==> src/hdl/lzwvd_pkg.sv <==
// lzwvd_pkg: shared constants and types for the variable-width lzw decoder
// used by the decoder, its unpacker, checker and testbench; no dependencies
package lzwvd_pkg;

  localparam int DICT_ENTRIES_DEF = 2048;
  localparam int WIDTH_STOP_DEF   = 12;
  localparam int STACK_DEPTH_DEF  = 2048;
  localparam int WIDTH_START      = 9;

  localparam logic [8:0]  CODE_RESTART = 9'h100;
  localparam logic [8:0]  CODE_END     = 9'h101;
  localparam logic [8:0]  FREE_INIT    = 9'd257;
  localparam logic [8:0]  FREE_RESTART = 9'd258;
  localparam logic [23:0] COUNT_MAX    = 24'hFFFFFF;
  localparam int          CHUNK_BYTES  = 32;

  typedef enum logic [1:0] {
    PH_SEED, PH_RUN, PH_AFTER_RESTART, PH_DONE
  } phase_t;

  typedef enum logic [2:0] {
    S_IDLE, S_WALK, S_WAIT, S_ACCT, S_EMIT, S_DRAIN, S_PUSH, S_MARK
  } state_t;

endpackage

==> src/hdl/lzwvd_unpack.sv <==
// lzwvd_unpack: lsb-first bit buffer that cuts variable-width codes from bytes
// depends on lzwvd_pkg
module lzwvd_unpack
  import lzwvd_pkg::*;
#(
  parameter int CODE_W = WIDTH_STOP_DEF - 1,
  parameter int CW_W   = $clog2(WIDTH_STOP_DEF)
) (
  input  logic              clk,
  input  logic              rst,
  input  logic              clear,
  input  logic              shift_en,
  input  logic [7:0]        data_byte,
  input  logic [CW_W-1:0]   code_width,
  output logic              code_valid,
  output logic [CODE_W-1:0] code
);

  localparam int BUF_W = CODE_W + 7;
  localparam int CNT_W = $clog2(BUF_W + 1);

  logic [BUF_W-1:0]  bits, bits_next, b0, b2;
  logic [CNT_W-1:0]  cnt, cnt_next, c0, c2;
  logic [CODE_W-1:0] mask;

  always_comb begin
    b0 = clear ? '0 : bits;
    c0 = clear ? '0 : cnt;
    b2 = b0 | (BUF_W'(data_byte) << c0);
    c2 = c0 + CNT_W'(8);
    for (int i = 0; i < CODE_W; i++) begin
      mask[i] = (i < 32'(code_width));
    end
    code       = b2[CODE_W-1:0] & mask;
    code_valid = 1'b0;
    bits_next  = b0;
    cnt_next   = c0;
    if (shift_en) begin
      if (c2 < CNT_W'(code_width)) begin
        bits_next = b2;
        cnt_next  = c2;
      end else begin
        code_valid = 1'b1;
        bits_next  = b2 >> code_width;
        cnt_next   = c2 - CNT_W'(code_width);
      end
    end
  end

  always_ff @(posedge clk) begin
    if (rst) begin
      bits <= '0;
      cnt  <= '0;
    end else begin
      bits <= bits_next;
      cnt  <= cnt_next;
    end
  end

endmodule

==> config.mk <==
export PLATFORM = sky130hd
export DESIGN_NAME = lzwvd_unpack
export DESIGN_NICKNAME = d
export VERILOG_FILES = /design/src/hdl/lzwvd_pkg.sv /design/src/hdl/lzwvd_unpack.sv
export SDC_FILE = /design/constraint.sdc
export NUM_CORES = 1
export LEC_CHECK = 0
export CAP_MARGIN = 20
export CELL_PAD_IN_SITES_DETAIL_PLACEMENT = 2
export CELL_PAD_IN_SITES_GLOBAL_PLACEMENT = 2
export CORE_MARGIN = 5
export CORE_UTILIZATION = 40
export DETAILED_ROUTE_END_ITERATION = 6
export DONT_BUFFER_PORTS = 1
export PLACE_DENSITY = 0.95
export SETUP_SLACK_MARGIN = 0.2
export SLEW_MARGIN = 0
export SYNTH_ARGS = -nofsm -noshare
export SYNTH_HDL_FRONTEND = slang
export SYNTH_SLANG_ARGS = --single-unit
==> constraint.sdc <==
create_clock -name clk -period 4.8 [get_ports clk]
set_input_delay 0.72 -clock clk [delete_from_list [all_inputs] [get_ports clk]]
set_output_delay 0.72 -clock clk [all_outputs]
set_load 0.03 [all_outputs]
==> results of run 1 <==
==> cells in the mapped netlist, types with 4 or more instances <==
cell,n,share of area
a211o_1,5,0.014
nor4_1,5,0.010
nor2_1,56,0.068
a211oi_1,13,0.031
and3_1,5,0.010
inv_1,13,0.016
a221oi_1,10,0.028
a21oi_1,41,0.066
a221o_1,4,0.013
buf_2,7,0.011
ha_1,4,0.016
nor3_1,15,0.024
a31oi_1,9,0.018
buf_1,4,0.0048
mux2_2,10,0.036
o21a_1,4,0.0097
clkbuf_1,25,0.030
o211ai_1,6,0.015
nor2b_1,14,0.028
nand3_1,8,0.013
mux2i_1,11,0.036
o21ai_0,19,0.031
dfxtp_1,23,0.15
nand2_1,39,0.047
nand2b_1,10,0.020
o22ai_1,5,0.010
==> worst max path at each step <==
stage | end | cells past startpoint | from
6_report | code_valid | 9 | cnt[0]$_SDFF_PP0_
5_1_grt | code_valid | 9 | cnt[0]$_SDFF_PP0_
4_1_cts | code_valid | 9 | cnt[0]$_SDFF_PP0_
3_5_place_dp | code_valid | 9 | cnt[0]$_SDFF_PP0_
3_3_place_gp | code_valid | 9 | cnt[0]$_SDFF_PP0_
2_1_floorplan | code_valid | 10 | clear
==> layer usage <==
metal  up-vias  GRT usage  part of all wire
li1       1648          -                 -
met5         -          0                 0
met4         0      0.147             0.051
met2       231      0.527              0.48
met3        68     0.0614             0.085
met1      1909      0.370              0.39
==> placed cells by master, fill, tap and decap left out, types with 6 or more instances in the layout <==
master and instances:
a221oi_1 10, mux2_2 10, nand3_1 8, nor3_1 15
inv_1 13, a21oi_1 41, a211oi_1 13, mux2i_1 11
dfxtp_1 23, nand2b_1 10, a31oi_1 9, nor2b_1 13
o211ai_1 6, nor2_1 56, nand2_1 39, buf_4 6
o21ai_0 19
==> area by class of cell <==
type | count | share of cell area
Multi-Input combinational cell | 371 | 0.765
Sequential cell | 23 | 0.146
Tap cell | 102 | 0.0406
Inverter | 16 | 0.0191
Clock buffer | 4 | 0.0143
Timing Repair Buffer | 6 | 0.0143
==> timing repair <==
action                                 CTS  global route
setup endpoints to repair                0             1
gates resized for setup                  0             1
endpoints found under the hold margin    0             0
==> power groups by stage <==
stage                     logic (mW)  registers, mW  clock network [mW]
after floorplan                0.273          0.213                   0
after global placement         0.323          0.227                   0
after detailed placement       0.340          0.230                   0
after CTS                      0.344          0.226               0.134
after global routing           0.374          0.228               0.140
final                          0.354          0.226               0.136
==> worst max-delay path, delay by kind of cell (launching register included) <==
kind,cells,cell delay (ns)
buffers and inverters,3,0.58
flip-flops,1,0.83
AO/OA/AOI/OAI,1,0.22
AND/OR/NAND/NOR,3,1.30
adder cells (fa/ha/maj),2,0.38
==> metrics by stage <==
stage / cell area [um2] / hold WS, ns / worst slack [ns] / power (mW)
after floorplan: 3100 / 0.478 / 1.32 / 0.486
after global placement: 3100 / 0.509 / 1.00 / 0.549
after detailed placement: 3100 / 0.532 / 0.671 / 0.570
after CTS: 3140 / 0.502 / 0.343 / 0.704
after global routing: 3140 / 0.496 / 0.269 / 0.742
final: 3140 / 0.498 / 0.457 / 0.716
==> sequential cells by signal, indices dropped and copies added, names as in the netlist <==
register	cells
bits	18
cnt	5
==> logic make-up (layout without fill, tap and decap cells) <==
group	after synthesis	count (layout)	synth area share
compound gates	168	168	0.390
flops	23	23	0.149
buf+inv	56	26	0.0767
xor+xnor	1	1	0.00283
fa+ha+maj	5	5	0.0194
simple gates	174	174	0.276
mux	23	23	0.0864
==> out/results.ini, run 1 <==
[die]
std_cell_rows = 32
io_pins = 28
start_util = 0.405
dieWidth_um = 98.0
core-area_mm2 = 0.00765
die_y_um = 98.0
die-area_mm2 = 0.00961

[worst_setup_path]
cp-start-kind = flop
r2r_setup_slack_ns = 0.87
cp_common_cell = inv_2
cp.required_ns = 4.08
crit_path_max_incr_delay_ns = 0.83
critical_path_class = flop to output pin
r2r_end = bits[10]$_SDFF_PP0_
worstPathArrival_ns = 3.62
cp_cell_sequence = nor2b_2, inv_2, ha_1, inv_1, maj3_1, a31o_2, or2_1, nand2_1, inv_2
cp_max_fo = 21
reg2reg_depth = 8
slowest_stage = dfxtp_1
r2r-start = cnt[2]$_SDFF_PP0_
crit_path_end_kind = output pin

[cells_and_area]
drive_gt1_frac = 0.0881
fillers = 930
final_core_utilization = 0.411
area_growth_pct = 1.37
multiInputGateArea_mm2 = 0.00240
final_cells = 522
regArea_um2 = 460
n_antenna_cell = 0
fin_nets = 441

[cts]
cts_buffer_depth = 2
h-tree-depth = 1
cts_setup_buffers = 0
clock_sinks = 23
ctsRootBufferMaster = clkbuf_8
holdBufCountCts = 0
cts_buffers = 3
cts_tree = done
clk_latency_ns = 0.28
clk_pin_slew_ns = 0.10

[synthesis]
async_reset_ff_frac = 0
yosysSeqAreaShare = 0.149
yosys_warnings = 0
syn_inst = 450
synth_seq_cells = 23
syn_nets = 470
synth_flop_cell = dfxtp_1
avgSynthCellArea_um2 = 6.89
synth-edff-count = 0
syn_area_mm2 = 0.00310
synth.distinct_cells = 77

[pwr]
peakVddDrop_v = 0.0000948
internal-power_uw = 382
swShare = 0.467
p_clk_frac = 0.189
p_switching_uw = 334
power_density_mw_per_mm2 = 228
power_frac_seq = 0.316
power_frac_comb = 0.495
p_leak_nw = 1.08

[sta]
post-route-period-util = 0.905
finalCriticalPeriod_ns = 4.34
final.setup.tns_ns = 0
setup_viol = 0
worst-slew-pin-transition_ns = 1.11
slew_viol_final = 0
hold_viol = 0
clock_skew_ns = 0.00229
rsz0062_at_grt = no
relSlewSlack = 0.255
max_freq_ghz = 0.230

[placement]
portBuffers = 0
gp_congestion = 0.989
hpwl_um = 11300
placedCellCount = 518

[grt]
grt_start_max_net_pins = 44
grt.overflow.total = 0
grt_pass1_vias = 4161
grt_pass1_wl_um = 23600
track_usage = 0.309
antenna_found_initial = 0

[status]
status = finished clean

[hold_path]
hold_end = cnt[3]$_SDFF_PP0_
hold_path_depth = 1
min_from = rst
hold_path_class = primary input to flop

[routing]
drtIter0Drc = 317
wirelength_um = 15300
drc = 0
wire_per_inst_um = 29.3
vias_per_cell = 7.39
drt_first_pass_iters = 5
ant_nets = 0
dr_total_vias = 3856

[job]
max-cap-violations = 0

(Power assumes the default switching activity.)
==> run 2, diff against run 1 <==
Settings changed: CELL_PAD_IN_SITES_DETAIL_PLACEMENT 2 to not set, CELL_PAD_IN_SITES_GLOBAL_PLACEMENT 2 to not set, CORE_UTILIZATION 40 to 50, PLACE_DENSITY 0.95 to 0.76.
==> run 2 against run 1 <==
Compared with the run above: hold slack improved by 0.0028 ns; cell count shrank 5.2%; via count is 1.3% lower; count of clock-buffer cells in the layout is the same; clock skew increased by 0.0038 ns; worst setup slack better by 0.046 ns; maximum frequency up 1.1%; global-route usage down 0.24 points; critical path type unchanged; highest routed layer unchanged.
==> out/results.ini, run 2 (synthesis results as in run 1) <==
[cts]
clk_pin_slew_ns = 0.09  ; about the same
cts_buffers = 3  ; unchanged
h-tree-depth = 1  ; unchanged
cts_buffer_depth = 2  ; unchanged
cts_setup_buffers = 0  ; unchanged
clock_sinks = 23  ; unchanged
cts_tree = done
holdBufCountCts = 0  ; unchanged
cts_resized = 0  ; unchanged
clk_latency_ns = 0.27  ; about the same
ctsRootBufferMaster = clkbuf_8

[cells_and_area]
regArea_um2 = 460  ; unchanged
top_register = bits
drive_gt1_frac = 0.0857  ; -0.00238
multiInputGateArea_mm2 = 0.00240  ; -0.10%
fillers = 607  ; -35%
final_cell_mix = nor2_1, a21oi_1, nand2_1
n_antenna_cell = 0  ; unchanged
final_core_utilization = 0.519  ; +0.108
reg.largest.list = bits (18), cnt (5)
area_growth_pct = 0.202
final_area_mm2 = 0.00311  ; -1.2%
largest_reg_flops = 18  ; unchanged
layout_commonest_cell = nor2_1
fin_nets = 441  ; unchanged

[routing]
drc = 0  ; unchanged
wirelength_um = 12100  ; -21%
wire_per_inst_um = 24.4  ; -17%
drt_first_pass_iters = 6  ; +1
drtIter0Drc = 523  ; +65%
dr_total_vias = 3805  ; -1.3%
vias_per_cell = 7.69  ; +4.1%
ant_nets = 0  ; unchanged

[worst_setup_path]
r2r_setup_slack_ns = 1.04  ; +0.17 ns
cp-start-kind = flop
cp_top_family = simple AND/OR/NAND/NOR gates
slowest_stage = dfxtp_1
crit_path_end_kind = output pin
crit_buf_inv = 3  ; unchanged
reg2reg_depth = 12  ; +4
cp_max_fo = 21  ; unchanged
worstPathArrival_ns = 3.58  ; -0.04 ns
cp.required_ns = 4.08  ; about the same
critical_path_class = flop to output pin
cp_common_cell = inv_2
crit_path_max_incr_delay_ns = 0.78  ; -0.05 ns
path_depth = 9  ; unchanged
cp_cell_sequence = nor2b_1, inv_2, ha_1, inv_1, maj3_1, a31o_2, or2_1, nand2_1, inv_2

[sta]
hold_viol = 0  ; unchanged
relSlewSlack = 0.312  ; +0.0571
worst-slew-pin-transition_ns = 1.02  ; -0.0907 ns
clock_skew_ns = 0.00609  ; +0.00380 ns
post-route-period-util = 0.895  ; -0.00953
max_freq_ghz = 0.233  ; +1.1%
slew_viol_final = 0  ; unchanged
fin_hold_ws_ns = 0.501  ; +0.00279 ns
finalCriticalPeriod_ns = 4.30  ; -0.0457 ns
setup_viol = 0  ; unchanged
fin_ws_ns = 0.503  ; +0.0457 ns
rsz0062_at_grt = no
final.setup.tns_ns = 0  ; unchanged

[placement]
gp_congestion = 1.09  ; +10%
placed_cell_area_mm2 = 0.00306  ; -1.1%
post-place-ws_ns = 0.921  ; +0.251 ns
hpwl_um = 8660  ; -23%
portBuffers = 0  ; unchanged

[pwr]
swShare = 0.447  ; -0.0198
power_density_mw_per_mm2 = 221  ; -2.9%
internal-power_uw = 380  ; -0.43%
power_frac_seq = 0.326  ; +0.010
p_leak_nw = 1.08  ; about the same
p_clk_frac = 0.188  ; about the same
p_switching_uw = 308  ; -8.1%
peakVddDrop_v = 0.000131  ; +38%
power_frac_comb = 0.486  ; -0.009

[grt]
grt_pass1_vias = 3418  ; -18%
track_usage = 0.306  ; -0.00242
grt_start_max_net_pins = 44  ; unchanged
grt.overflow.total = 0  ; unchanged
antenna_found_initial = 0  ; unchanged
grt_pass1_wl_um = 18900  ; -20%

[status]
status = finished clean

[hold_path]
hold_path_class = primary input to flop
hold_path_depth = 1  ; unchanged

[die]
die-area_mm2 = 0.00788  ; -18%
io_pins = 28  ; unchanged
core-area_mm2 = 0.00599  ; -22%
dieWidth_um = 88.7  ; -9.5%
std_cell_rows = 28  ; -13%
start_util = 0.518  ; +0.112
die_y_um = 88.7  ; -9.5%

[job]
max-cap-violations = 0  ; unchanged

==> run 2: power groups by stage <==
stage	sequential [mW]	combinational [mW]	clock, mW
5_1_grt	0.225	0.353	0.138
2_1_floorplan	0.213	0.273	0
3_5_place_dp	0.227	0.319	0
4_1_cts	0.223	0.320	0.126
6_report	0.224	0.334	0.130
3_3_place_gp	0.226	0.316	0
==> run 2: path summary, 6_finish.rpt <==
| check | startpoint | to |
|---|---|---|
| setup / recovery | cnt[0]$_SDFF_PP0_ | code_valid |
| hold / removal | rst | bits[14]$_SDFF_PP0_ |
| setup reg to reg | cnt[0]$_SDFF_PP0_ | bits[12]$_SDFF_PP0_ |
| hold reg to reg | bits[9]$_SDFF_PP0_ | bits[9]$_SDFF_PP0_ |
==> run 2: final cells by class <==
type                    instances  area share
repair buffers                  6      0.0145
multi-input cells             371       0.773
clock buffers                   4      0.0145
well taps                      75      0.0302
flip-flops and latches         23       0.148
inverters                      16      0.0193
==> run 2: layer usage <==
metal / global-route usage / share of wire / wire length (um) / vias to the layer above
met1: 0.423 / 0.38 / 4580 / 1717
met5: 0 / 0 / 0 / -
met2: 0.459 / 0.42 / 5060 / 367
li1: - / - / - / 1651
met4: 0.124 / 0.057 / 688 / 0
met3: 0.0680 / 0.15 / 1760 / 70
==> run 2: metrics by stage <==
step,std cells,power [mW]
after floorplan,450,0.486
after global placement,491,0.543
final,495,0.688
after CTS,495,0.669
after detailed placement,491,0.546
after global routing,495,0.715
